$ cat src/rtl/core/cles_pkg.sv
// shared constants and types for the closed-loop error spike neuron
package cles_pkg;
  localparam int unsigned WindowLenDef = 50;
  localparam int unsigned PolarityDef = 1;
  localparam logic [24:0] DecayQ24 = 25'd16499913;
  localparam logic [18:0] AmpQ16 = 19'd378372;
  localparam logic [23:0] TraceMax = 24'hFFFFFF;
  localparam logic [16:0] CrLead = 17'd200;
  localparam logic signed [17:0] OneQ16 = 18'sd65536;
  localparam logic signed [17:0] HalfQ16 = 18'sd32768;

  typedef enum logic [2:0] {
    REG_PROTOCOL = 3'd0,
    REG_SPLIT_ID = 3'd1,
    REG_AVG_RECIP = 3'd2,
    REG_GAIN = 3'd3,
    REG_STIM_ONSET = 3'd4,
    REG_STIM_LENGTH = 3'd5,
    REG_TRIAL_LENGTH = 3'd6,
    REG_ACQ_TRIALS = 3'd7
  } reg_index_t;

  localparam logic [1:0] PROTO_NONE = 2'd0;
  localparam logic [1:0] PROTO_EYEBLINK = 2'd1;
  localparam logic [1:0] PROTO_VOR = 2'd2;
  localparam logic [1:0] PROTO_RSVD = 2'd3;

  typedef enum logic [2:0] {
    ST_IDLE,
    ST_TRACE,
    ST_RING,
    ST_AVG,
    ST_ERR,
    ST_OUT
  } state_t;

  typedef struct packed {
    logic [1:0] protocol;
    logic [15:0] split_id;
    logic [23:0] avg_recip;
    logic [23:0] gain;
    logic [15:0] stim_onset;
    logic [15:0] stim_length;
    logic [15:0] trial_length;
    logic [15:0] acquisition_trials;
  } cfg_t;
endpackage

$ cat src/rtl/core/cles_cfg.sv
// configuration register file
module cles_cfg import cles_pkg::*; (
  input  logic        clk,
  input  logic        rst,
  input  logic        cfg_we,
  input  logic [2:0]  cfg_index,
  input  logic [23:0] cfg_data,
  output cfg_t        cfg
);
  always_ff @(posedge clk) begin
    if (rst) begin
      cfg <= '{protocol: 2'd0, split_id: 16'd1, avg_recip: 24'd335544,
               gain: 24'd65536, stim_onset: 16'd0, stim_length: 16'd0,
               trial_length: 16'd1000, acquisition_trials: 16'd0};
    end else if (cfg_we) begin
      case (reg_index_t'(cfg_index))
        REG_PROTOCOL:     cfg.protocol <= cfg_data[1:0];
        REG_SPLIT_ID:     cfg.split_id <= cfg_data[15:0];
        REG_AVG_RECIP:    cfg.avg_recip <= cfg_data;
        REG_GAIN:         cfg.gain <= cfg_data;
        REG_STIM_ONSET:   cfg.stim_onset <= cfg_data[15:0];
        REG_STIM_LENGTH:  cfg.stim_length <= cfg_data[15:0];
        REG_TRIAL_LENGTH: cfg.trial_length <= cfg_data[15:0];
        REG_ACQ_TRIALS:   cfg.acquisition_trials <= cfg_data[15:0];
        default: ;
      endcase
    end
  end
endmodule

$ cat config.mk
export PLATFORM = sky130hd
export DESIGN_NAME = cles_cfg
export DESIGN_NICKNAME = d
export VERILOG_FILES = /design/src/rtl/core/cles_pkg.sv /design/src/rtl/core/cles_cfg.sv
export SDC_FILE = /design/constraint.sdc
export NUM_CORES = 1
export LEC_CHECK = 0
export ABC_CLOCK_PERIOD_IN_PS = 890
export BUFFER_PORTS_ARGS = -buffer_cell sky130_fd_sc_hd__buf_2
export CAP_MARGIN = 20
export CORE_MARGIN = 2
export CORE_UTILIZATION = 46
export DETAILED_ROUTE_END_ITERATION = 6
export PLACE_DENSITY = 0.85
export SLEW_MARGIN = 10
export SYNTH_ARGS = -nofsm -noshare
export SYNTH_HDL_FRONTEND = slang
export SYNTH_SLANG_ARGS = --single-unit
$ cat constraint.sdc
create_clock -name clk -period 0.89 [get_ports clk]
set_input_delay 0 -clock clk [delete_from_list [all_inputs] [get_ports clk]]
set_output_delay 0 -clock clk [all_outputs]
set_load 0.005 [all_outputs]
==> flow_metrics.env, run 1 <==
export IMPL_vias=4064
export IMPL_synth_area_leaders="dfxtp_1 (50%), mux2i_1 (25%), nand2b_1 (16%)"
export IMPL_cts_tree="built"
export IMPL_root_buffer="clkbuf_16"
export IMPL_syn_area_mm2=0.00523
export IMPL_synth_simple_area_share=0.209
export IMPL_avgRoutedWirePerCell_um=17.4
export IMPL_drt_antenna_violating_nets=0
export IMPL_fin_skew_ns=0
export IMPL_layout_commonest_cell="buf_2"
export IMPL_avgSynthCellArea_um2=11.1
export IMPL_die_area_mm2=0.0122
export IMPL_path_cells="buf_2"
export IMPL_fin_crit_ns=0.867
export IMPL_powerDensity_mw_per_mm2=1990
export IMPL_required_ns=0.89
export IMPL_dp_slack_ns=-0.144
export IMPL_grt_pass1_vias=4229
export IMPL_critPathKind="flop to output port"
export IMPL_cap_violations=0
export IMPL_synthesis_nets=502
export IMPL_p_switching_mw=3.08
export IMPL_max_stage_delay_ns=0.34
export IMPL_largest_reg_flops=130
export IMPL_core_mm2=0.0110
export IMPL_die_y_um=111
export IMPL_reg_largest_list="cfg: 130 flops"
export IMPL_worst_setup_path_start_kind="flop"
export IMPL_power_frac_clock=0.513
export IMPL_min_delay_path_depth=3
export IMPL_drcViolationCount=0
export IMPL_synthXorXnorAreaFrac=0
export IMPL_swShare=0.211
export IMPL_cts_sinks=130
export IMPL_ys_ff_latch=130
export IMPL_synth_compound_area_frac=0
export IMPL_synth_mux_area_frac=0.249
export IMPL_ys_seq_area_frac=0.498
export IMPL_synth_warnings=0
export IMPL_hold_path_class="input pin to flop"
export IMPL_die_w_um=111
export IMPL_pwr_share_seq=0.415
export IMPL_worst_pin_slew_ns=0.473
export IMPL_worst_slack_ns=0.0225
export IMPL_clk_pin_slew_ns=0.06
export IMPL_critical_path_top_delay_family="flip-flops"
export IMPL_cp_end_kind="output port"
export IMPL_grt_max_degree=39
export IMPL_initial_utilization=0.476
export IMPL_yosys_area_share_adder=0
export IMPL_core_rowCount=38
export IMPL_cp_max_fo=2
export IMPL_final_setup_tns_ns=0
export IMPL_r2r_cells=3
export IMPL_cp_data_arrival_time_ns=0.87
export IMPL_slew_headroom=0.684
export IMPL_nets=696
export IMPL_timing_fmax_ghz=1.15
export IMPL_firstDrtPassIters=5
export IMPL_yosysTopAreaCellShare=0.498
export IMPL_routed_wirelength_mm=14.3
export IMPL_via_per_inst=4.97
export IMPL_finalHoldViolations=0
export IMPL_synth_cell_types=17
export IMPL_grt_use_total=0.228
export IMPL_irDropWorstVdd_mv=1.19
export IMPL_dpl_cell_area_mm2=0.00633
export IMPL_final_design_area_no_fill_mm2=0.00732
export IMPL_clk_path_buf_depth=2
export IMPL_synth_top_family_by_area="multiplexers"
export IMPL_final_core_util=0.667
export IMPL_overflow=0
export IMPL_setup_violations_final=0
export IMPL_synth_area_leader_cell="dfxtp_1"
export IMPL_dp_hpwl_mm=9.58
export IMPL_internal_power_mw=11.5
export IMPL_largest_register="cfg"
export IMPL_grt_first_pass_wirelength_mm=22.1
export IMPL_p_leak_nw=3.73
export IMPL_slew_violations=0
export IMPL_portBuffers=159
export IMPL_finalCritPeriodShare=0.975
export IMPL_grt_antenna_before_repair=0
export IMPL_drtIter0Drc=183
export IMPL_reg2reg_slack_ns=0.18
export IMPL_worstPathBufferInverterCount=1
export IMPL_drive_gt1_frac=0.448
export IMPL_layout_common_cells="buf_2 (154), nand2b_1 (135), mux2i_1 (130), dfxtp_2 (80), dfxtp_1 (50)"
export IMPL_place_congestion=0.771
export IMPL_numCtsBuffers=17
export IMPL_cp_slowest_cell="dfxtp_2"
export IMPL_outcome="completed"
export IMPL_ios=160
export IMPL_diodes=0
export IMPL_htree_levels=4
export IMPL_area_growth_synth_to_final_pct=40.2
export IMPL_cp_depth=1
export IMPL_p_comb_frac=0.073
export IMPL_clock_latency_ns=0.40
export IMPL_netlist_instances=472
==> routing by layer <==
layer  GRT usage  vias to the layer above  wire (um)
met1       0.282                     1976       6200
met4      0.0658                        0        150
li1            -                     1945          -
met2       0.382                      128       7090
met3      0.0752                       15        818
met5           0                        -          0
==> path summary, 6_finish.rpt <==
| path | start | to |
|---|---|---|
| setup / recovery | cfg[24]$_SDFFE_PP1P_ | cfg[24] |
| hold / removal | cfg_index[2] | cfg[128]$_SDFFE_PP0P_ |
| setup reg to reg | cfg[6]$_SDFFE_PP0P_ | cfg[6]$_SDFFE_PP0P_ |
| hold reg to reg | cfg[102]$_SDFFE_PP0P_ | cfg[102]$_SDFFE_PP0P_ |
==> through the flow <==
| stage | hold WS, ns | total power, mW | std cells |
|---|---|---|---|
| 2_1_floorplan | 0.155 | 6.68 | 472 |
| 3_3_place_gp | 0.267 | 7.08 | 764 |
| 3_5_place_dp | 0.275 | 7.11 | 764 |
| 4_1_cts | 0.00444 | 14.6 | 816 |
| 5_1_grt | 0.0220 | 15.0 | 818 |
| 6_report | 0.0264 | 14.6 | 818 |
==> synthesized netlist by cell type, drive strengths merged <==
cell type and instances:
nand2b 135, dfxtp 130, mux2i 130, nor2 31
buf 22, clkbuf 14, nand4b 3, and4b 2
nand4bb 2, and4bb 1, nand4 1, or4b 1
==> repair_timing <==
action                     4_1_cts  5_1_grt
hold endpoints to repair        31        0
buffers inserted                 0        2
hold buffers                    21        0
pin swaps                        0        0
resized for setup               18       66
setup endpoints to repair       18       67
==> area by class of cell <==
type                            count  area, um2
Clock buffer                       23        488
Clock inverter                      8        150
Fill cell                         781       3660
Multi-Input combinational cell    306       2390
Sequential cell                   130       2700
Tap cell                          140        175
Timing Repair Buffer              211       1420
==> cell families after synthesis <==
family,Yosys count
muxes,130
and+or+nand+nor,176
buffers and inverters,36
DFF,130
==> power by group through the flow <==
stage / clock network, mW / logic, mW / registers, mW
after floorplan: 0 / 0.528 / 6.15
after global placement: 0 / 0.936 / 6.14
after detailed placement: 0 / 0.966 / 6.15
after CTS: 7.57 / 1.04 / 6.03
after global routing: 7.84 / 1.13 / 6.05
final: 7.47 / 1.06 / 6.04
Power figures use the tool's default switching activity.
==> run 2, diff against run 1 <==
- ABC_CLOCK_PERIOD_IN_PS: 890 -> 950
- CORE_UTILIZATION: 46 -> 51
- PLACE_DENSITY: 0.85 -> 0.88
- clock period: 0.89 -> 0.95 ns (I/O delays scaled with it)
==> run 2 against run 1 <==
Effect of this change: sequential share of layout area shrank 2.5 points; cell area increased by 9.8%; largest power group unchanged; highest routed layer unchanged; hold slack lost 0.14 ns; largest cell class unchanged; via count increased by 11%; the run now ends with negative hold slack, negative setup slack left; critical path depth did not move.
==> flow_metrics.env, run 2 (synthesized netlist as in run 1, its figures left out) <==
export IMPL_power_mw=13.2
export IMPL_holdBufCountCts=30
export IMPL_fin_crit_ns=1.02
export IMPL_nets=746
export IMPL_core_rowCount=36
export IMPL_critPathKind="flop to output port"
export IMPL_cp_slowest_cell="dfxtp_2"
export IMPL_power_frac_clock=0.484
export IMPL_vias=4516
export IMPL_die_area_mm2=0.0111
export IMPL_area_growth_synth_to_final_pct=53.8
export IMPL_cp_data_arrival_time_ns=1.02
export IMPL_dp_hpwl_mm=9.40
export IMPL_grt_first_pass_wirelength_mm=24.6
export IMPL_path_cells="buf_6"
export IMPL_fin_skew_ns=0
export IMPL_root_buffer="clkbuf_8"
export IMPL_max_stage_delay_ns=0.37
export IMPL_fillers=556
export IMPL_finalCritPeriodShare=1.07
export IMPL_layout_common_cells="nand2b_1 (135), mux2i_1 (130), dfxtp_2 (130), buf_2 (99), buf_4 (64)"
export IMPL_irDropWorstVdd_mv=1.22
export IMPL_clk_path_buf_depth=2
export IMPL_timing_fmax_ghz=0.984
export IMPL_hold_path_class="input pin to flop"
export IMPL_clock_latency_ns=0.53
export IMPL_worst_slack_ns=-0.0658
export IMPL_p_switching_mw=3.23
export IMPL_grt_antenna_before_repair=0
export IMPL_core_mm2=0.00986
export IMPL_die_w_um=105
export IMPL_violations="negative hold slack, negative setup slack"
export IMPL_drcViolationCount=0
export IMPL_p_leak_nw=4.05
export IMPL_finalHoldViolations=4
export IMPL_final_setup_tns_ns=-2.58
export IMPL_setup_violations_final=130
export IMPL_powerDensity_mw_per_mm2=1650
export IMPL_routed_wirelength_mm=17.3
export IMPL_worstPathBufferInverterCount=1
export IMPL_largest_register="cfg"
export IMPL_cp_end_kind="output port"
export IMPL_cp_max_fo=2
export IMPL_p_comb_frac=0.086
export IMPL_place_congestion=0.798
export IMPL_internal_power_mw=10.0
export IMPL_drive_gt1_frac=0.546
export IMPL_dpl_cell_area_mm2=0.00625
export IMPL_reg_largest_list="cfg: 130 flops"
export IMPL_final_core_util=0.815
export IMPL_worst_pin_slew_ns=0.482
export IMPL_numCtsBuffers=17
export IMPL_cts_tree="built"
export IMPL_grt_pass1_vias=4593
export IMPL_drtIter0Drc=342
export IMPL_diodes=0
export IMPL_hold_slack_ns=-0.112
export IMPL_portBuffers=159
export IMPL_grt_use_total=0.290
export IMPL_overflow=0
export IMPL_ios=160
export IMPL_final_design_area_no_fill_mm2=0.00804
export IMPL_dp_slack_ns=-0.114
export IMPL_cts_sinks=130
export IMPL_initial_utilization=0.530
export IMPL_largest_reg_flops=130
export IMPL_critical_path_top_delay_family="flip-flops"
export IMPL_avgRoutedWirePerCell_um=20.1
export IMPL_required_ns=0.95
export IMPL_clk_pin_slew_ns=0.07
export IMPL_via_per_inst=5.24
export IMPL_cap_violations=0
export IMPL_swShare=0.244
export IMPL_rsz0062_at_grt="true"
export IMPL_drt_antenna_violating_nets=0
export IMPL_slew_violations=0
export IMPL_grt_max_degree=53
export IMPL_layout_commonest_cell="nand2b_1"
export IMPL_outcome="finished, violations left"
export IMPL_firstDrtPassIters=5
export IMPL_die_y_um=105
export IMPL_worst_setup_path_start_kind="flop"
export IMPL_htree_levels=4
export IMPL_pwr_share_seq=0.430
export IMPL_slew_headroom=0.679
-- run 2: per-stage QoR --
stage | hold WS, ns | cells
finish | -0.112 | 862
global route | -0.102 | 862
CTS | -0.133 | 840
detailed placement | 0.283 | 749
global placement | 0.265 | 749
floorplan | 0.155 | 472
-- run 2: layer usage --
layer,GRT usage,up-vias,part of all wire
met4,0.127,0,0.035
met1,0.340,2208,0.39
met5,0,-,0
met2,0.496,219,0.51
met3,0.0792,44,0.060
li1,-,2045,-
-- run 2: power by group through the flow --
stage	clock network, mW	registers, mW	logic (mW)
after floorplan	0	5.76	0.490
after global placement	0	5.75	0.833
after detailed placement	0	5.76	0.865
after CTS	6.35	5.67	1.04
after global routing	6.72	5.69	1.20
final	6.41	5.68	1.13
-- run 2: worst reg2reg max path, stage by stage, from the launching register on --
cell	delay [ns]
dfxtp_2	0.33
buf_4	0.13
buf_4	0.12
nand2b_1	0.07
mux2i_1	0.08
-- run 2: cell type report --
type	count	area, um2	area share
well taps	133	166	0.0207
clock buffers	19	422	0.0525
flip-flops and latches	130	2770	0.344
repair buffers	261	2140	0.267
multi-input cells	306	2390	0.297
clock inverters	13	150	0.0187
-- run 2: path summary, 6_finish.rpt --
check / slack (ns) / end / cells past startpoint / startpoint
worst min-delay path: -0.11 / cfg[129]$_SDFFE_PP0P_ / 3 / cfg_index[1]
worst min register to register: 0.47 / cfg[52]$_SDFFE_PP0P_ / 2 / cfg[52]$_SDFFE_PP0P_
worst max register to register: 0.07 / cfg[125]$_SDFFE_PP0P_ / 4 / cfg[125]$_SDFFE_PP0P_
worst max-delay path: -0.07 / cfg[62] / 1 / cfg[62]$_SDFFE_PP0P_
-- run 2: repair_timing --
| item | 4_1_cts | 5_1_grt |
|---|---|---|
| endpoints found under the hold margin | 109 | 2 |
| cloned | 0 | 0 |
| buffers inserted | 29 | 24 |
| resized for setup | 159 | 31 |
| endpoints found under the setup margin | 130 | 150 |
| pin swaps | 0 | 1 |
==> run 3, diff against run 2 <==
- ABC_AREA: not set -> 1
- PLACE_DENSITY: 0.88 -> 0.89
==> run 3 against run 2 <==
Effect of this change: area after synthesis down 1.9%; count of clock-buffer cells in the layout is 2 higher; the flow finishes with violations (design-rule violations, negative setup slack); clock power shrank 3%; sequential share of layout area rose by 1.7 points; cell area is 4.6% lower; critical path depth unchanged.
==> flow_metrics.env, run 3 <==
export IMPL_layout_common_cells="nor2_1 (225), nand2_1 (170), dfxtp_2 (130), buf_2 (115), nand3_1 (114)"
export IMPL_synthesis_nets=756
export IMPL_fin_skew_ns=0
export IMPL_path_cells="buf_2"
export IMPL_cp_data_arrival_time_ns=0.98
export IMPL_outcome="finished, violations left"
export IMPL_synth_warnings=0
export IMPL_reg_largest_list="cfg: 130 flops"
export IMPL_timing_fmax_ghz=1.02
export IMPL_root_buffer="clkbuf_8"
export IMPL_initial_utilization=0.524
export IMPL_die_w_um=104
export IMPL_hold_slack_ns=0.00328
export IMPL_ios=160
export IMPL_layout_commonest_cell="nor2_1"
export IMPL_grt_pass1_vias=5465
export IMPL_largest_register="cfg"
export IMPL_clk_pin_slew_ns=0.06
export IMPL_cts_tree="built"
export IMPL_ys_seq_area_frac=0.508
export IMPL_synth_main_ff_cell="dfxtp_1"
export IMPL_async_flop_share=0
export IMPL_r2r_end="cfg[94]$_SDFFE_PP0P_"
export IMPL_cp_depth=1
export IMPL_numCtsBuffers=17
export IMPL_p_leak_nw=3.71
export IMPL_firstDrtPassIters=7
export IMPL_finalCritPeriodShare=1.03
export IMPL_worst_slack_ns=-0.0318
export IMPL_syn_area_mm2=0.00512
export IMPL_cp_max_fo=2
export IMPL_cp_end_kind="output port"
export IMPL_drcViolationCount=7
export IMPL_synth_edf_count=0
export IMPL_drtIter0Drc=444
export IMPL_nets=964
export IMPL_final_core_util=0.784
export IMPL_ys_ff_latch=130
export IMPL_cp_slowest_cell="dfxtp_2"
export IMPL_synth_area_leader_cell="dfxtp_1"
export IMPL_area_growth_synth_to_final_pct=49.6
export IMPL_reg2reg_slack_ns=0.09
export IMPL_grt_antenna_before_repair=1
export IMPL_core_rowCount=36
export IMPL_r2r_cells=4
export IMPL_synth_cell_types=16
export IMPL_vias=5746
export IMPL_max_stage_delay_ns=0.35
export IMPL_cts_sinks=130
export IMPL_hold_path_class="input pin to flop"
export IMPL_final_cell_count_no_fill=1080
export IMPL_dp_hpwl_mm=10.1
export IMPL_crit_path_end="cfg[110]"
export IMPL_portBuffers=159
export IMPL_largest_reg_flops=130
export IMPL_fin_crit_ns=0.982
export IMPL_dp_cells=1009
export IMPL_via_per_inst=5.32
export IMPL_avgRoutedWirePerCell_um=16.8
export IMPL_avgSynthCellArea_um2=7.06
export IMPL_grt_first_pass_wirelength_mm=27.2
export IMPL_overflow=0
export IMPL_grt_max_degree=51
export IMPL_startpoint="cfg[110]$_SDFFE_PP0P_"
export IMPL_slew_violations=0
export IMPL_netlist_instances=726
export IMPL_yosysTopAreaCellShare=0.508
export IMPL_yosysMostFrequentCell="nor2_1"
export IMPL_drt_antenna_violating_nets=0
export IMPL_min_delay_path_depth=5
export IMPL_die_area_mm2=0.0109
export IMPL_finalHoldViolations=0
export IMPL_clk_path_buf_depth=2
export IMPL_rsz0062_at_grt="true"
export IMPL_synth_area_leaders="dfxtp_1 (51%), nor2_1 (17%), nand2_1 (12%)"
export IMPL_htree_levels=4
export IMPL_slew_headroom=0.711
export IMPL_setup_violations_final=26
export IMPL_critical_path_top_delay_family="flip-flops"
export IMPL_grt_use_total=0.322
export IMPL_required_ns=0.95
export IMPL_core_mm2=0.00977
export IMPL_place_congestion=0.861
export IMPL_die_y_um=104
export IMPL_critPathKind="flop to output port"
export IMPL_worst_pin_slew_ns=0.433
export IMPL_r2r_start="cfg[94]$_SDFFE_PP0P_"
export IMPL_routed_wirelength_mm=18.1
export IMPL_cap_violations=0
export IMPL_drive_gt1_frac=0.406
export IMPL_worstPathBufferInverterCount=1
export IMPL_clock_latency_ns=0.50
export IMPL_worst_setup_path_start_kind="flop"
export IMPL_powerDensity_mw_per_mm2=1770
export IMPL_irDropWorstVdd_mv=1.18
export IMPL_synth_common_cells="nor2_1 (226), nand2_1 (170), dfxtp_1 (130)"
export IMPL_violations="design-rule violations, negative setup slack"
-- run 3: cell types whose count changed in the layout (fill, tap and decap cells not counted), moves of 15 or more --
cell      delta
nand2b_1   -135
buf_2       +16
nand3_1    +114
buf_6       -15
nor2_1     +194
buf_4       -29
inv_1       +27
mux2i_1    -130
nand2_1    +170
-- run 3: cells by family (layout without fill, tap and decap cells) --
group,count (synthesis),count (layout),synth area share
AND/OR/NAND/NOR,522,522,0.424
other,0,1,0
flip-flops,130,130,0.508
buffers and inverters,73,293,0.0672
AO/OA/AOI/OAI,1,1,0.000976
-- run 3: cell type report --
cell class / count / area (um2)
Timing Repair Buffer: 232 / 1870
Inverter: 30 / 115
Tap cell: 133 / 166
Fill cell: 661 / 2110
Antenna cell: 1 / 2.50
Multi-Input combinational cell: 523 / 2180
Sequential cell: 130 / 2770
Clock buffer: 21 / 449
Clock inverter: 10 / 110
-- run 3: stage by stage --
stage | cell area (um2) | power, mW | worst slack [ns] | TNS, ns
2_1_floorplan | 5120 | 6.57 | 0.178 | 0
3_3_place_gp | 6320 | 7.15 | -0.00908 | -0.0644
3_5_place_dp | 6320 | 7.18 | -0.0467 | -0.559
4_1_cts | 7500 | 13.4 | -0.0109 | -0.274
5_1_grt | 7670 | 14.0 | -0.0555 | -3.83
6_report | 7670 | 13.6 | -0.0318 | -0.263
-- run 3: power by group --
group | total (mW) | internal, mW | switching, mW
Clock | 6.21 | 3.84 | 2.37
Combinational | 1.58 | 0.691 | 0.886
Sequential | 5.81 | 5.68 | 0.124
Total | 13.6 | 10.2 | 3.38
-- run 3: what timing repair did --
item                       4_1_cts  5_1_grt
hold buffers                    22        0
pin swaps                        0        0
setup endpoints to repair      110      130
buffers inserted                11        6
gates resized for setup        139       35
hold endpoints to repair        51        0
-- run 3: worst min-delay path, delay by kind of cell --
kind                   cells  cell delay [ns]
buffers and inverters      2             0.24
and+or+nand+nor            3             0.24
-- run 3: worst min path at each step --
stage,end,startpoint
6_report,cfg[2]$_SDFFE_PP0P_,cfg_data[2]
5_1_grt,cfg[47]$_SDFFE_PP0P_,cfg_data[15]
4_1_cts,cfg[1]$_SDFFE_PP0P_,cfg_data[1]
3_5_place_dp,cfg[112]$_SDFFE_PP1P_,cfg_data[0]
3_3_place_gp,cfg[98]$_SDFFE_PP1P_,cfg_data[10]
2_1_floorplan,cfg[100]$_SDFFE_PP1P_,cfg_data[12]
-- run 3: metal layers --
metal | share of wire | global-route usage | wire length, um
met5 | 0 | 0 | 0
met4 | 0.055 | 0.192 | 1000
met3 | 0.094 | 0.0871 | 1710
met2 | 0.49 | 0.547 | 8930
met1 | 0.36 | 0.360 | 6480
